## src/rtl/core/mvrl_pkg.sv

```systemverilog
// ----------------------------------------------------------------------------
// mvrl_pkg
// Shared types, codes and tables for the mono voice control block.
// ----------------------------------------------------------------------------
package mvrl_pkg;

    // Input beat
    typedef struct packed {
        logic [1:0]  func;
        logic [6:0]  note;
        logic [10:0] velocity;
    } mvrl_in_t;

    // Result beat
    typedef struct packed {
        logic [17:0] main_freq;
        logic [17:0] detuned_freq;
        logic [16:0] sub_freq;
        logic [9:0]  amp_gain;
        logic [12:0] cutoff_hz;
        logic [12:0] filter_q;
        logic        voice_on;
        logic        in_release;
        logic [7:0]  playing_note;
    } mvrl_out_t;

    // Serial arithmetic unit widths
    localparam int MUL_A_W = 48;
    localparam int MUL_B_W = 17;
    localparam int MUL_C_W = 5;
    localparam int DIV_N_W = 28;
    localparam int DIV_D_W = 13;
    localparam int DIV_C_W = 5;

    typedef struct packed {
        logic               start;
        logic [MUL_A_W-1:0] a;
        logic [MUL_B_W-1:0] b;
    } mvrl_mul_req_t;

    typedef struct packed {
        logic               done;
        logic [MUL_A_W-1:0] p;
    } mvrl_mul_rsp_t;

    typedef struct packed {
        logic               start;
        logic [DIV_N_W-1:0] num;
        logic [DIV_D_W-1:0] den;
    } mvrl_div_req_t;

    typedef struct packed {
        logic               done;
        logic [DIV_N_W-1:0] quo;
    } mvrl_div_rsp_t;

    // Event codes
    localparam logic [1:0] FUNC_NOTE_ON  = 2'd0;
    localparam logic [1:0] FUNC_NOTE_OFF = 2'd1;
    localparam logic [1:0] FUNC_ALL_OFF  = 2'd2;
    localparam logic [1:0] FUNC_TICK     = 2'd3;

    // Register indexes
    localparam logic [2:0] REG_CUTOFF_BASE = 3'd0;
    localparam logic [2:0] REG_RESONANCE   = 3'd1;
    localparam logic [2:0] REG_LFO_RATE    = 3'd2;
    localparam logic [2:0] REG_LFO_DEPTH   = 3'd3;
    localparam logic [2:0] REG_DETUNE      = 3'd4;

    localparam logic [7:0] NO_NOTE = 8'd128;

    typedef enum logic [4:0] {
        ST_IDLE,
        ST_PEAK_DIV,
        ST_TICK,
        ST_REL_MUL,
        ST_REL_DIV,
        ST_LFO,
        ST_INC_MUL,
        ST_INC_DIV,
        ST_IDX_MUL,
        ST_Z_DIV,
        ST_Z2_MUL,
        ST_T1_MUL,
        ST_T2_MUL,
        ST_S_MUL,
        ST_M1_MUL,
        ST_M2_MUL,
        ST_M3_MUL,
        ST_CB_MUL,
        ST_RQ_MUL,
        ST_Q_DIV,
        ST_DET_MUL,
        ST_OUT
    } mvrl_state_t;

    // Octave-reduced note frequencies, 7040 Hz * 2048 scale
    function automatic logic [23:0] semitone(input logic [3:0] k);
        logic [23:0] v;
        case (k)
            4'd0:    v = 24'd8572947;
            4'd1:    v = 24'd9082720;
            4'd2:    v = 24'd9622807;
            4'd3:    v = 24'd10195009;
            4'd4:    v = 24'd10801236;
            4'd5:    v = 24'd11443511;
            4'd6:    v = 24'd12123977;
            4'd7:    v = 24'd12844906;
            4'd8:    v = 24'd13608704;
            4'd9:    v = 24'd14417920;
            4'd10:   v = 24'd15275254;
            4'd11:   v = 24'd16183568;
            default: v = 24'd0;
        endcase
        return v;
    endfunction

    // Octave of a MIDI note: count of twelve-step thresholds passed
    function automatic logic [3:0] note_octave(input logic [6:0] n);
        logic [3:0] o;
        o = 4'd0;
        for (int i = 1; i <= 10; i++) begin
            if (n >= 7'(12 * i)) begin
                o = 4'(i);
            end
        end
        return o;
    endfunction

endpackage

```

## src/rtl/core/mvrl_ser_mul.sv

```systemverilog
// ----------------------------------------------------------------------------
// mvrl_ser_mul
// Shift-add multiplier, one multiplier bit per cycle.
// ----------------------------------------------------------------------------
module mvrl_ser_mul import mvrl_pkg::*; (
    input  logic          aclk,
    input  logic          aresetn,
    input  mvrl_mul_req_t req,
    output mvrl_mul_rsp_t rsp
);

    logic [MUL_A_W-1:0] acc_reg, acc_next;
    logic [MUL_A_W-1:0] a_reg, a_next;
    logic [MUL_B_W-1:0] b_reg, b_next;
    logic [MUL_C_W-1:0] cnt_reg, cnt_next;
    logic               busy_reg, busy_next;
    logic               done_reg, done_next;

    always_comb begin
        acc_next  = acc_reg;
        a_next    = a_reg;
        b_next    = b_reg;
        cnt_next  = cnt_reg;
        busy_next = busy_reg;
        done_next = 1'b0;
        if (req.start) begin
            acc_next  = '0;
            a_next    = req.a;
            b_next    = req.b;
            cnt_next  = MUL_C_W'(MUL_B_W - 1);
            busy_next = 1'b1;
        end else if (busy_reg) begin
            if (b_reg[0]) begin
                acc_next = acc_reg + a_reg;
            end
            a_next = {a_reg[MUL_A_W-2:0], 1'b0};
            b_next = {1'b0, b_reg[MUL_B_W-1:1]};
            if (cnt_reg == '0) begin
                busy_next = 1'b0;
                done_next = 1'b1;
            end else begin
                cnt_next = cnt_reg - 1'b1;
            end
        end
    end

    always_ff @(posedge aclk) begin
        if (!aresetn) begin
            busy_reg <= 1'b0;
            done_reg <= 1'b0;
        end else begin
            busy_reg <= busy_next;
            done_reg <= done_next;
        end
        acc_reg <= acc_next;
        a_reg   <= a_next;
        b_reg   <= b_next;
        cnt_reg <= cnt_next;
    end

    assign rsp.done = done_reg;
    assign rsp.p    = acc_reg;

endmodule

```

## src/rtl/core/mvrl_ser_div.sv

```systemverilog
// ----------------------------------------------------------------------------
// mvrl_ser_div
// Restoring divider, one quotient bit per cycle.
// ----------------------------------------------------------------------------
module mvrl_ser_div import mvrl_pkg::*; (
    input  logic          aclk,
    input  logic          aresetn,
    input  mvrl_div_req_t req,
    output mvrl_div_rsp_t rsp
);

    logic [DIV_D_W-1:0] rem_reg, rem_next;
    logic [DIV_N_W-1:0] num_reg, num_next;
    logic [DIV_D_W-1:0] den_reg, den_next;
    logic [DIV_C_W-1:0] cnt_reg, cnt_next;
    logic               busy_reg, busy_next;
    logic               done_reg, done_next;
    logic [DIV_D_W:0]   trial;
    logic [DIV_D_W:0]   diff;
    logic               ge;

    assign trial = {rem_reg, num_reg[DIV_N_W-1]};
    assign diff  = trial - {1'b0, den_reg};
    assign ge    = (trial >= {1'b0, den_reg});

    always_comb begin
        rem_next  = rem_reg;
        num_next  = num_reg;
        den_next  = den_reg;
        cnt_next  = cnt_reg;
        busy_next = busy_reg;
        done_next = 1'b0;
        if (req.start) begin
            rem_next  = '0;
            num_next  = req.num;
            den_next  = req.den;
            cnt_next  = DIV_C_W'(DIV_N_W - 1);
            busy_next = 1'b1;
        end else if (busy_reg) begin
            rem_next = ge ? diff[DIV_D_W-1:0] : trial[DIV_D_W-1:0];
            num_next = {num_reg[DIV_N_W-2:0], ge};
            if (cnt_reg == '0) begin
                busy_next = 1'b0;
                done_next = 1'b1;
            end else begin
                cnt_next = cnt_reg - 1'b1;
            end
        end
    end

    always_ff @(posedge aclk) begin
        if (!aresetn) begin
            busy_reg <= 1'b0;
            done_reg <= 1'b0;
        end else begin
            busy_reg <= busy_next;
            done_reg <= done_next;
        end
        rem_reg <= rem_next;
        num_reg <= num_next;
        den_reg <= den_next;
        cnt_reg <= cnt_next;
    end

    assign rsp.done = done_reg;
    assign rsp.quo  = num_reg;

endmodule

```

## src/rtl/core/mono_voice_release_lfo_filter.sv

```systemverilog
// ----------------------------------------------------------------------------
// mono_voice_release_lfo_filter
// Monophonic voice control: note events, linear release, LFO-swept filter.
// ----------------------------------------------------------------------------
// One event beat in, one result beat out. Events are handled one at a time by
// a sequencer that drives a shared bit-serial multiplier and a shared
// bit-serial divider. A note on also computes the peak gain, and a tick while
// releasing recomputes the release gain. A tick that steps the LFO also
// computes the phase increment, plus the sine and filter chain when the voice
// is sounding.
// The next event is taken as soon as the sequencer is back in idle, even if
// the previous result still waits in the output register. Configuration goes
// over the APB port at byte address 4*index and is read back unclamped.
// ----------------------------------------------------------------------------
module mono_voice_release_lfo_filter import mvrl_pkg::*; #(
    parameter int RELEASE_MS       = 50,
    parameter int LFO_INTERVAL_MS  = 10,
    parameter int SINE_TABLE_DEPTH = 256
) (
    input  logic        aclk,
    input  logic        aresetn,
    input  logic        s_valid,
    output logic        s_ready,
    input  mvrl_in_t    s_data,
    output logic        m_valid,
    input  logic        m_ready,
    output mvrl_out_t   m_data,
    input  logic        psel,
    input  logic        penable,
    input  logic        pwrite,
    input  logic [4:0]  paddr,
    input  logic [31:0] pwdata,
    output logic [31:0] prdata,
    output logic        pready
);

    localparam int EL_W  = $clog2(RELEASE_MS + 2);
    localparam int TC_W  = $clog2(LFO_INTERVAL_MS + 1);
    localparam int IDX_W = $clog2(SINE_TABLE_DEPTH);
    localparam int Q4_W  = IDX_W + 2;

    // Configuration registers
    logic [10:0] cutoff_base_reg;
    logic [10:0] resonance_reg;
    logic [13:0] lfo_rate_reg;
    logic [10:0] lfo_depth_reg;
    logic [16:0] detune_reg;

    // Voice and sequencer state
    mvrl_state_t      state_reg, state_next;
    logic             launched_reg, launched_next;
    mvrl_in_t         in_reg, in_next;
    logic             active_reg, active_next;
    logic             release_reg, release_next;
    logic [7:0]       note_reg, note_next;
    logic [9:0]       peak_reg, peak_next;
    logic [17:0]      base_reg, base_next;
    logic [9:0]       gain_reg, gain_next;
    logic [EL_W-1:0]  elapsed_reg, elapsed_next;
    logic [15:0]      phase_reg, phase_next;
    logic [TC_W-1:0]  tick_reg, tick_next;
    logic [12:0]      cutoff_reg, cutoff_next;
    logic [12:0]      q_reg, q_next;
    logic [1:0]       quad_reg, quad_next;
    logic [Q4_W-1:0]  rem_reg, rem_next;
    logic [15:0]      z_reg, z_next;
    logic [15:0]      z2_reg, z2_next;
    logic [15:0]      t_reg, t_next;
    logic [21:0]      mag_reg, mag_next;
    logic [17:0]      det_reg, det_next;
    logic             m_valid_reg, m_valid_next;
    mvrl_out_t        m_data_reg, m_data_next;

    mvrl_mul_req_t mul_req;
    mvrl_mul_rsp_t mul_rsp;
    mvrl_div_req_t div_req;
    mvrl_div_rsp_t div_rsp;

    // Clamped register views
    logic [10:0] c_cl, r_cl, d_cl;
    logic [13:0] rate_cl;
    logic [16:0] ratio_cl;

    assign c_cl    = (cutoff_base_reg > 11'd1024) ? 11'd1024 : cutoff_base_reg;
    assign r_cl    = (resonance_reg > 11'd1024) ? 11'd1024 : resonance_reg;
    assign d_cl    = (lfo_depth_reg > 11'd1024) ? 11'd1024 : lfo_depth_reg;
    assign rate_cl = (lfo_rate_reg > 14'd10240) ? 14'd10240 : lfo_rate_reg;
    assign ratio_cl = (detune_reg < 17'd61858) ? 17'd61858 :
                      ((detune_reg > 17'd69433) ? 17'd69433 : detune_reg);

    // Note to base frequency: octave-reduced entry shifted up by the octave
    logic [3:0]  nb_oct;
    logic [3:0]  nb_k;
    logic [34:0] nb_sum;

    assign nb_oct = note_octave(s_data.note);
    assign nb_k   = 4'(s_data.note - 7'(nb_oct * 4'd12));
    assign nb_sum = (35'(semitone(nb_k)) << nb_oct) + 35'd32768;

    // Sine quadrant split of the scaled phase
    logic [IDX_W-1:0] idx_w;
    logic [Q4_W-1:0]  q4_w;
    logic [1:0]       quad_w;
    logic [Q4_W-1:0]  rem_w;

    assign idx_w = mul_rsp.p[16 +: IDX_W];
    assign q4_w  = {idx_w, 2'b00};

    always_comb begin
        if (q4_w >= Q4_W'(3 * SINE_TABLE_DEPTH)) begin
            quad_w = 2'd3;
            rem_w  = q4_w - Q4_W'(3 * SINE_TABLE_DEPTH);
        end else if (q4_w >= Q4_W'(2 * SINE_TABLE_DEPTH)) begin
            quad_w = 2'd2;
            rem_w  = q4_w - Q4_W'(2 * SINE_TABLE_DEPTH);
        end else if (q4_w >= Q4_W'(SINE_TABLE_DEPTH)) begin
            quad_w = 2'd1;
            rem_w  = q4_w - Q4_W'(SINE_TABLE_DEPTH);
        end else begin
            quad_w = 2'd0;
            rem_w  = q4_w;
        end
    end

    // Cutoff: base plus or minus LFO swing, clamp, round to whole hertz
    logic [24:0] cb_sum;
    logic [25:0] tot_w;
    logic [22:0] tot_cl;
    logic [23:0] cut_sum;
    logic        mag_neg_w;

    assign mag_neg_w = quad_reg[1];

    assign cb_sum = 25'd102400 + mul_rsp.p[24:0];
    assign tot_w  = mag_neg_w ? ({1'b0, cb_sum} - 26'(mag_reg))
                              : ({1'b0, cb_sum} + 26'(mag_reg));

    always_comb begin
        if (tot_w[25] || (tot_w < 26'd102400)) begin
            tot_cl = 23'd102400;
        end else if (tot_w > 26'd8192000) begin
            tot_cl = 23'd8192000;
        end else begin
            tot_cl = tot_w[22:0];
        end
    end

    assign cut_sum = {1'b0, tot_cl} + 24'd512;

    // Detuned oscillator: round and saturate
    logic [35:0] det_sum;
    logic [19:0] det_q;
    logic [17:0] det_w;

    assign det_sum = mul_rsp.p[35:0] + 36'd32768;
    assign det_q   = det_sum[35:16];
    assign det_w   = (det_q > 20'd262143) ? 18'h3FFFF : det_q[17:0];

    // Release step
    logic [EL_W-1:0] el_inc;
    assign el_inc = (elapsed_reg <= EL_W'(RELEASE_MS)) ? (elapsed_reg + 1'b1) : elapsed_reg;

    logic [TC_W-1:0] tick_inc;
    assign tick_inc = tick_reg + 1'b1;

    logic [15:0] zq;
    assign zq = div_rsp.quo[15:0];

    always_comb begin
        state_next    = state_reg;
        launched_next = launched_reg;
        in_next       = in_reg;
        active_next   = active_reg;
        release_next  = release_reg;
        note_next     = note_reg;
        peak_next     = peak_reg;
        base_next     = base_reg;
        gain_next     = gain_reg;
        elapsed_next  = elapsed_reg;
        phase_next    = phase_reg;
        tick_next     = tick_reg;
        cutoff_next   = cutoff_reg;
        q_next        = q_reg;
        quad_next     = quad_reg;
        rem_next      = rem_reg;
        z_next        = z_reg;
        z2_next       = z2_reg;
        t_next        = t_reg;
        mag_next      = mag_reg;
        det_next      = det_reg;
        m_data_next   = m_data_reg;
        m_valid_next  = m_valid_reg;
        mul_req       = '0;
        div_req       = '0;

        // drop the result once the consumer takes the beat
        if (m_valid_reg && m_ready) begin
            m_valid_next = 1'b0;
        end

        unique case (state_reg)
            ST_IDLE: begin
                if (s_valid) begin
                    in_next = s_data;
                    unique case (s_data.func)
                        FUNC_NOTE_ON: begin
                            if ((s_data.velocity != 11'd0) &&
                                (s_data.velocity <= 11'd1024)) begin
                                active_next  = 1'b1;
                                release_next = 1'b0;
                                elapsed_next = '0;
                                note_next    = {1'b0, s_data.note};
                                base_next    = nb_sum[33:16];
                                state_next   = ST_PEAK_DIV;
                            end else begin
                                state_next = ST_DET_MUL;
                            end
                        end
                        FUNC_NOTE_OFF: begin
                            if (active_reg && !release_reg &&
                                (note_reg == {1'b0, s_data.note})) begin
                                release_next = 1'b1;
                                elapsed_next = '0;
                            end
                            state_next = ST_DET_MUL;
                        end
                        FUNC_ALL_OFF: begin
                            if (active_reg && !release_reg) begin
                                release_next = 1'b1;
                                elapsed_next = '0;
                            end
                            state_next = ST_DET_MUL;
                        end
                        FUNC_TICK: begin
                            state_next = ST_TICK;
                        end
                        default: state_next = ST_DET_MUL;
                    endcase
                end
            end
            ST_PEAK_DIV: begin
                // peak gain = (4v + 2) / 5
                div_req.start = !launched_reg;
                div_req.num   = DIV_N_W'({in_reg.velocity, 2'b10});
                div_req.den   = DIV_D_W'(5);
                launched_next = 1'b1;
                if (div_rsp.done) begin
                    launched_next = 1'b0;
                    peak_next     = div_rsp.quo[9:0];
                    gain_next     = div_rsp.quo[9:0];
                    state_next    = ST_DET_MUL;
                end
            end
            ST_TICK: begin
                state_next = ST_LFO;
                if (active_reg && release_reg) begin
                    elapsed_next = el_inc;
                    if (el_inc > EL_W'(RELEASE_MS)) begin
                        gain_next    = '0;
                        active_next  = 1'b0;
                        release_next = 1'b0;
                        note_next    = NO_NOTE;
                    end else begin
                        state_next = ST_REL_MUL;
                    end
                end
            end
            ST_REL_MUL: begin
                mul_req.start = !launched_reg;
                mul_req.a     = MUL_A_W'(peak_reg);
                mul_req.b     = MUL_B_W'(RELEASE_MS) - MUL_B_W'(elapsed_reg);
                launched_next = 1'b1;
                if (mul_rsp.done) begin
                    launched_next = 1'b0;
                    state_next    = ST_REL_DIV;
                end
            end
            ST_REL_DIV: begin
                div_req.start = !launched_reg;
                div_req.num   = mul_rsp.p[DIV_N_W-1:0];
                div_req.den   = DIV_D_W'(RELEASE_MS);
                launched_next = 1'b1;
                if (div_rsp.done) begin
                    launched_next = 1'b0;
                    gain_next     = div_rsp.quo[9:0];
                    state_next    = ST_LFO;
                end
            end
            ST_LFO: begin
                if (tick_inc >= TC_W'(LFO_INTERVAL_MS)) begin
                    tick_next  = '0;
                    state_next = ST_INC_MUL;
                end else begin
                    tick_next  = tick_inc;
                    state_next = ST_DET_MUL;
                end
            end
            ST_INC_MUL: begin
                mul_req.start = !launched_reg;
                mul_req.a     = MUL_A_W'(rate_cl);
                mul_req.b     = MUL_B_W'(LFO_INTERVAL_MS * 64);
                launched_next = 1'b1;
                if (mul_rsp.done) begin
                    launched_next = 1'b0;
                    state_next    = ST_INC_DIV;
                end
            end
            ST_INC_DIV: begin
                div_req.start = !launched_reg;
                div_req.num   = mul_rsp.p[DIV_N_W-1:0] + DIV_N_W'(500);
                div_req.den   = DIV_D_W'(1000);
                launched_next = 1'b1;
                if (div_rsp.done) begin
                    launched_next = 1'b0;
                    phase_next    = phase_reg + div_rsp.quo[15:0];
                    state_next    = active_reg ? ST_IDX_MUL : ST_DET_MUL;
                end
            end
            ST_IDX_MUL: begin
                mul_req.start = !launched_reg;
                mul_req.a     = MUL_A_W'(phase_reg);
                mul_req.b     = MUL_B_W'(SINE_TABLE_DEPTH);
                launched_next = 1'b1;
                if (mul_rsp.done) begin
                    launched_next = 1'b0;
                    quad_next     = quad_w;
                    rem_next      = rem_w;
                    state_next    = ST_Z_DIV;
                end
            end
            ST_Z_DIV: begin
                div_req.start = !launched_reg;
                div_req.num   = DIV_N_W'({rem_reg, 15'd0});
                div_req.den   = DIV_D_W'(SINE_TABLE_DEPTH);
                launched_next = 1'b1;
                if (div_rsp.done) begin
                    launched_next = 1'b0;
                    // mirror the position in odd quarters
                    z_next        = quad_reg[0] ? (16'h8000 - zq) : zq;
                    state_next    = ST_Z2_MUL;
                end
            end
            ST_Z2_MUL: begin
                mul_req.start = !launched_reg;
                mul_req.a     = MUL_A_W'(z_reg);
                mul_req.b     = MUL_B_W'(z_reg);
                launched_next = 1'b1;
                if (mul_rsp.done) begin
                    launched_next = 1'b0;
                    z2_next       = mul_rsp.p[30:15];
                    state_next    = ST_T1_MUL;
                end
            end
            ST_T1_MUL: begin
                mul_req.start = !launched_reg;
                mul_req.a     = MUL_A_W'(z2_reg);
                mul_req.b     = MUL_B_W'(2320);
                launched_next = 1'b1;
                if (mul_rsp.done) begin
                    launched_next = 1'b0;
                    t_next        = 16'd21024 - mul_rsp.p[30:15];
                    state_next    = ST_T2_MUL;
                end
            end
            ST_T2_MUL: begin
                mul_req.start = !launched_reg;
                mul_req.a     = MUL_A_W'(z2_reg);
                mul_req.b     = MUL_B_W'(t_reg);
                launched_next = 1'b1;
                if (mul_rsp.done) begin
                    launched_next = 1'b0;
                    t_next        = 16'd51472 - mul_rsp.p[30:15];
                    state_next    = ST_S_MUL;
                end
            end
            ST_S_MUL: begin
                mul_req.start = !launched_reg;
                mul_req.a     = MUL_A_W'(z_reg);
                mul_req.b     = MUL_B_W'(t_reg);
                launched_next = 1'b1;
                if (mul_rsp.done) begin
                    launched_next = 1'b0;
                    state_next    = ST_M1_MUL;
                end
            end
            ST_M1_MUL: begin
                // sine magnitude times depth
                mul_req.start = !launched_reg;
                mul_req.a     = {15'd0, mul_rsp.p[MUL_A_W-1:15]};
                mul_req.b     = MUL_B_W'(d_cl);
                launched_next = 1'b1;
                if (mul_rsp.done) begin
                    launched_next = 1'b0;
                    state_next    = ST_M2_MUL;
                end
            end
            ST_M2_MUL: begin
                mul_req.start = !launched_reg;
                mul_req.a     = mul_rsp.p;
                mul_req.b     = MUL_B_W'(c_cl);
                launched_next = 1'b1;
                if (mul_rsp.done) begin
                    launched_next = 1'b0;
                    state_next    = ST_M3_MUL;
                end
            end
            ST_M3_MUL: begin
                mul_req.start = !launched_reg;
                mul_req.a     = mul_rsp.p;
                mul_req.b     = MUL_B_W'(2000);
                launched_next = 1'b1;
                if (mul_rsp.done) begin
                    launched_next = 1'b0;
                    mag_next      = 22'((mul_rsp.p + 48'd16777216) >> 25);
                    state_next    = ST_CB_MUL;
                end
            end
            ST_CB_MUL: begin
                mul_req.start = !launched_reg;
                mul_req.a     = MUL_A_W'(c_cl);
                mul_req.b     = MUL_B_W'(7900);
                launched_next = 1'b1;
                if (mul_rsp.done) begin
                    launched_next = 1'b0;
                    cutoff_next   = cut_sum[22:10];
                    state_next    = ST_RQ_MUL;
                end
            end
            ST_RQ_MUL: begin
                mul_req.start = !launched_reg;
                mul_req.a     = MUL_A_W'(r_cl);
                mul_req.b     = MUL_B_W'(43);
                launched_next = 1'b1;
                if (mul_rsp.done) begin
                    launched_next = 1'b0;
                    state_next    = ST_Q_DIV;
                end
            end
            ST_Q_DIV: begin
                // Q = (7168 + 43 r + 5) / 10
                div_req.start = !launched_reg;
                div_req.num   = mul_rsp.p[DIV_N_W-1:0] + DIV_N_W'(7173);
                div_req.den   = DIV_D_W'(10);
                launched_next = 1'b1;
                if (div_rsp.done) begin
                    launched_next = 1'b0;
                    q_next        = div_rsp.quo[12:0];
                    state_next    = ST_DET_MUL;
                end
            end
            ST_DET_MUL: begin
                // hold the detuned frequency aside; the output beat may still wait
                mul_req.start = !launched_reg;
                mul_req.a     = MUL_A_W'(base_reg);
                mul_req.b     = ratio_cl;
                launched_next = 1'b1;
                if (mul_rsp.done) begin
                    launched_next = 1'b0;
                    det_next      = det_w;
                    state_next    = ST_OUT;
                end
            end
            ST_OUT: begin
                // hold until the output register is free, then load the beat
                if (!m_valid_reg || m_ready) begin
                    m_data_next.main_freq    = base_reg;
                    m_data_next.detuned_freq = det_reg;
                    m_data_next.sub_freq     = base_reg[17:1];
                    m_data_next.amp_gain     = gain_reg;
                    m_data_next.cutoff_hz    = cutoff_reg;
                    m_data_next.filter_q     = q_reg;
                    m_data_next.voice_on     = active_reg;
                    m_data_next.in_release   = release_reg;
                    m_data_next.playing_note = note_reg;
                    m_valid_next             = 1'b1;
                    state_next               = ST_IDLE;
                end
            end
            default: state_next = ST_IDLE;
        endcase
    end

    always_ff @(posedge aclk) begin
        if (!aresetn) begin
            state_reg    <= ST_IDLE;
            launched_reg <= 1'b0;
            active_reg   <= 1'b0;
            release_reg  <= 1'b0;
            note_reg     <= NO_NOTE;
            peak_reg     <= '0;
            base_reg     <= '0;
            gain_reg     <= '0;
            elapsed_reg  <= '0;
            phase_reg    <= '0;
            tick_reg     <= '0;
            cutoff_reg   <= 13'd1000;
            q_reg        <= 13'd717;
            m_valid_reg  <= 1'b0;
        end else begin
            state_reg    <= state_next;
            launched_reg <= launched_next;
            active_reg   <= active_next;
            release_reg  <= release_next;
            note_reg     <= note_next;
            peak_reg     <= peak_next;
            base_reg     <= base_next;
            gain_reg     <= gain_next;
            elapsed_reg  <= elapsed_next;
            phase_reg    <= phase_next;
            tick_reg     <= tick_next;
            cutoff_reg   <= cutoff_next;
            q_reg        <= q_next;
            m_valid_reg  <= m_valid_next;
        end
        in_reg     <= in_next;
        quad_reg   <= quad_next;
        rem_reg    <= rem_next;
        z_reg      <= z_next;
        z2_reg     <= z2_next;
        t_reg      <= t_next;
        mag_reg    <= mag_next;
        det_reg    <= det_next;
        m_data_reg <= m_data_next;
    end

    // Configuration port
    logic cfg_we;
    assign cfg_we = psel && penable && pwrite;
    assign pready = 1'b1;

    always_ff @(posedge aclk) begin
        if (!aresetn) begin
            cutoff_base_reg <= 11'd307;
            resonance_reg   <= 11'd307;
            lfo_rate_reg    <= 14'd338;
            lfo_depth_reg   <= 11'd768;
            detune_reg      <= 17'd65121;
        end else if (cfg_we) begin
            unique case (paddr[4:2])
                REG_CUTOFF_BASE: cutoff_base_reg <= pwdata[10:0];
                REG_RESONANCE:   resonance_reg   <= pwdata[10:0];
                REG_LFO_RATE:    lfo_rate_reg    <= pwdata[13:0];
                REG_LFO_DEPTH:   lfo_depth_reg   <= pwdata[10:0];
                REG_DETUNE:      detune_reg      <= pwdata[16:0];
                default: ;
            endcase
        end
    end

    always_comb begin
        unique case (paddr[4:2])
            REG_CUTOFF_BASE: prdata = 32'(cutoff_base_reg);
            REG_RESONANCE:   prdata = 32'(resonance_reg);
            REG_LFO_RATE:    prdata = 32'(lfo_rate_reg);
            REG_LFO_DEPTH:   prdata = 32'(lfo_depth_reg);
            REG_DETUNE:      prdata = 32'(detune_reg);
            default:         prdata = 32'd0;
        endcase
    end

    mvrl_ser_mul u_mul (
        .aclk    (aclk),
        .aresetn (aresetn),
        .req     (mul_req),
        .rsp     (mul_rsp)
    );

    mvrl_ser_div u_div (
        .aclk    (aclk),
        .aresetn (aresetn),
        .req     (div_req),
        .rsp     (div_rsp)
    );

    assign s_ready = (state_reg == ST_IDLE);
    assign m_valid = m_valid_reg;
    assign m_data  = m_data_reg;

`ifndef SYNTHESIS
    a_release_needs_voice: assert property (@(posedge aclk) disable iff (!aresetn)
        m_valid |-> (!m_data.in_release || m_data.voice_on))
        else $error("release flag without active voice");

    a_free_voice_silent: assert property (@(posedge aclk) disable iff (!aresetn)
        (m_valid && !m_data.voice_on) |->
        ((m_data.playing_note == NO_NOTE) && (m_data.amp_gain == 10'd0)))
        else $error("free voice with note or gain");

    a_cutoff_range: assert property (@(posedge aclk) disable iff (!aresetn)
        m_valid |-> ((m_data.cutoff_hz >= 13'd100) && (m_data.cutoff_hz <= 13'd8000)))
        else $error("cutoff out of range");

    a_idle_no_op: assert property (@(posedge aclk) disable iff (!aresetn)
        (state_reg == ST_IDLE) |-> !launched_reg)
        else $error("arithmetic unit launched while idle");
`endif

endmodule

```

## config.mk

```make
export PLATFORM = sky130hd
export DESIGN_NAME = mono_voice_release_lfo_filter
export DESIGN_NICKNAME = d
export VERILOG_FILES = /design/src/rtl/core/mvrl_pkg.sv /design/src/rtl/core/mvrl_ser_mul.sv /design/src/rtl/core/mvrl_ser_div.sv /design/src/rtl/core/mono_voice_release_lfo_filter.sv
export SDC_FILE = /design/constraint.sdc
export NUM_CORES = 2
export LEC_CHECK = 0
export BUFFER_PORTS_ARGS = -buffer_cell sky130_fd_sc_hd__buf_2
export CAP_MARGIN = 5
export CORE_MARGIN = 2
export CORE_UTILIZATION = 45
export DETAILED_ROUTE_END_ITERATION = 6
export GPL_TIMING_DRIVEN = 1
export PLACE_DENSITY = 0.71
export SYNTH_ARGS = -nofsm -noshare
export SYNTH_HDL_FRONTEND = slang
export SYNTH_SLANG_ARGS = --single-unit
```

## constraint.sdc

```tcl
create_clock -name aclk -period 10.51 [get_ports aclk]
set_input_delay 0.5255 -clock aclk [delete_from_list [all_inputs] [get_ports aclk]]
set_output_delay 0.5255 -clock aclk [all_outputs]
set_load 0.005 [all_outputs]
```

==> flow_summary_export.csv <==
group,metric,value,unit
clock_tree,cts_hold_buf,0,
logic_synthesis,yosys.cell_count.top_type,"nand2_1",
job,maxCapViolCount,0,
detailed_routing,vias_per_cell,6.068,
logic_synthesis,seq_area_frac_synth,42.44,%
global_route,grt_max_degree,83,
cells_and_area,area_growth,11.08,%
clock_tree,cts_setup_buffers,0,
worst_setup_path,crit_path_top_delay_cell,"a2111oi_0",
place,dpl.hpwl,71220,um
sta,worst_pin_slew,1157,ps
sta,setup_viol,0,
logic_synthesis,synth_top_family_by_area,"compound AO/OA/AOI/OAI gates",
logic_synthesis,yosys-top-cells-count,"nand2_1 (534), nor2_1 (359), a21oi_1 (336)",
clock_tree,numCtsBuffers,59,
place,gp_congestion,0.9772,
logic_synthesis,synthXorXnorAreaFrac,5.768,%
worst_setup_path,cp.arrival,7540,ps
logic_synthesis,yosysTopAreaCell,"edfxtp_1",
clock_tree,clk-insertion-delay-late,680,ps
cells_and_area,multiInputGateArea,17120,um2
sta,finClkSkew,84.35,ps
sta,worst_slack,3481,ps
detailed_routing,wl_per_cell,21.25,um
status,status,"complete, but fails checks",
detailed_routing,vias,28840,
floorplanning,ioPinCount,198,
sta,period_share,66.87,%
logic_synthesis,ys_ff_latch,537,
global_route,first_global_vias,26090,
clock_tree,clock_sink_count,537,
cells_and_area,nets,3958,
clock_tree,path_clk_slew,60,ps
sta,slew_violations,0,
power_and_ir_drop,p_seq_share,36.2,%
logic_synthesis,synth_edf_count,291,
worst_setup_path,cp-start-kind,"flop",
detailed_routing,routed_wl,101000,um
worst_setup_path,worstPathMaxFanout,8,
sta,setup_tns,0,ps
status,violations,"design-rule violations",
worst_setup_path,end_kind,"flop",
worst_hold_path,hold_start,"s_data[9]",
logic_synthesis,yosysWarnings,0,
cells_and_area,seqCellArea,13660,um2
worst_hold_path,hold_depth,1,
worst_setup_path,critPathBufInv,0,
power_and_ir_drop,leakage,13.49,nW
cells_and_area,largest_reg_flops,82,
floorplanning,fp.dieH,271.5,um
worst_setup_path,crit_required,11020,ps
worst_hold_path,hold_class,"in -> reg",
floorplanning,start_util,45.26,%
power_and_ir_drop,switching_power,3.594,mW
floorplanning,std_cell_rows,98,
clock_tree,postCtsResizedCells,0,
worst_setup_path,reg2reg_from,"mag_reg[4]",
power_and_ir_drop,swShare,39.91,%
cells_and_area,drive_gt1_share,9.918,%
floorplanning,dieArea,73690,um2
power_and_ir_drop,combPwrFrac,38.5,%
power_and_ir_drop,power.internal,5.411,mW
logic_synthesis,synth-async-reset-ratio,0,%
power_and_ir_drop,power-per-cell-area,251.8,nW/um2
power_and_ir_drop,p_clk_share,25.4,%
logic_synthesis,synth_compound_area_share,19.91,%
logic_synthesis,synth.area.top_cells,"edfxtp_1 (27%), dfxtp_1 (15%), nand2_1 (6.2%)",
cells_and_area,fillerInstances,6688,
worst_setup_path,cpPeakStageDelay,740,ps
clock_tree,htree_levels,2,
logic_synthesis,ys.flop_type,"edfxtp_1",
logic_synthesis,synth_simple_gate_area_share,19.56,%
worst_setup_path,rr_endpoint,"cutoff_reg[11]",
clock_tree,cts_tree,"done",
global_route,track_usage,26.35,%
sta,slew_headroom,22.70,%
place,io_buffer_count,164,
detailed_routing,initialDrtViolationCount,3718,
sta,finalHoldViolations,0,
global_route,grt_pass1_wl,153000,um
worst_setup_path,r2r_cells,24,
detailed_routing,ant_nets,0,
detailed_routing,drt_pass1_iterations,7,
floorplanning,core_area,71120,um2
logic_synthesis,synthDistinctLibCells,96,
sta,clock.fmax,0.1423,GHz
place,pre_cts_ws,3265,ps
logic_synthesis,syn_area_per_cell,8.686,um2
detailed_routing,remaining_drc_errors,6,
sta,post-route-min-period,7029,ps
logic_synthesis,synth_area,32190,um2
global_route,antenna_found_initial,1,
worst_setup_path,r2r_slack,3480,ps
worst_setup_path,crit_type,"reg -> reg",
worst_setup_path,critPathTopFamily,"simple AND/OR/NAND/NOR gates",
worst_setup_path,cp_cell_sequence,"nor3_1 -> nor3b_1 -> a21oi_1 -> nor2_1 -> o21ai_0 -> xnor2_1 -> ha_1 -> and3_1 -> nand4_1 -> a2111oi_0 -> o311ai_0 -> o21a_1 -> mux2i_1 -> o211ai_1 -> or2_1 -> nor2_1 -> ha_1 -> nand2_1 -> nor3_1 -> and3_1 -> nand4_1 -> nor3b_1 -> xor2_1 -> a21oi_1",
sta,rsz0062_at_grt,"no",
clock_tree,clock_path_buffers,3,
floorplanning,die_w,271.5,um
sta,whs,52.64,ps
logic_synthesis,synthAdderAreaFrac,5.690,%
global_route,grt_overflow,0,
clock_tree,cts_root_buf,"clkbuf_16",
power_and_ir_drop,vdd_ir_drop_max,177.7,uV
worst_hold_path,hold_end,"in_reg[9]",
logic_synthesis,synth_top_area_share,27.15,%
logic_synthesis,synthMuxAreaShare,1.936,%
logic_synthesis,synth_cells,3706,
-- final cells by class --
type / instances / share of cell area, %
flip-flops and latches: 537 / 38.21
clock inverters: 42 / 1.582
clock buffers: 70 / 4.451
diodes: 1 / 0.006998
well taps: 950 / 3.324
inverters: 118 / 1.246
multi-input cells: 2822 / 47.88
repair buffers: 212 / 3.303
-- cells by family (layout without fill, tap and decap cells) --
family	count (synthesis)	in the layout
compound gates	998	998
xor+xnor	212	212
fa+ha+maj	144	144
buf+inv	361	442
flops	537	537
mux	59	59
other cells	2	17
simple gates	1393	1393
-- worst max path at each step --
stage,slack [ps],cells after the start,startpoint,end
after CTS,3600,24,mag_reg[4],cutoff_reg[11]
final,3480,24,mag_reg[4],cutoff_reg[11]
after global routing,2820,24,mag_reg[4],cutoff_reg[11]
after detailed placement,3260,19,s_data[15],base_reg[8]
after floorplan,3290,4,state_reg[4],m_data[0]
after global placement,3390,19,s_data[15],base_reg[8]
-- per-layer routing --
layer,GRT usage (%),vias to the layer above,routed length [um]
met5,0,-,11
met4,8.979,2,3495
met3,5.387,234,11070
met2,40.19,1471,43840
met1,37.18,13610,42540
li1,-,13520,-
-- per-stage QoR --
step	cells	power, mW	utilization [%]	instance area [um2]
after global routing	4751	9.513	50.27	35750
final	4752	9.004	50.28	35760
after CTS	4751	8.934	50.27	35750
after floorplan	3720	5.653	-	32240
after global placement	4639	6.597	47.24	33600
after detailed placement	4639	6.647	47.24	33600
-- cells in the final DEF (no fill, tap or decap), drive strengths merged, types with 37 or more instances in the layout --
master	synthesis	layout
nand2	534	534
nor2	359	359
a21oi	336	336
edfxtp	291	291
dfxtp	246	246
buf	57	212
o21ai	203	203
nand3	160	160
xnor2	154	154
ha	140	140
inv	116	121
nor3	73	73
clkbuf	186	70
a221oi	64	64
xor2	58	58
mux2i	51	51
a22oi	47	47
a31oi	45	45
a21o	37	37
-- power groups by stage --
stage | clock, mW | combinational (mW) | sequential [mW]
finish | 2.28 | 3.47 | 3.26
global route | 2.39 | 3.85 | 3.28
CTS | 2.30 | 3.40 | 3.23
detailed placement | 0 | 3.37 | 3.27
global placement | 0 | 3.33 | 3.27
floorplan | 0 | 2.64 | 3.01
Note: power is estimated with default switching activity, not from simulation.
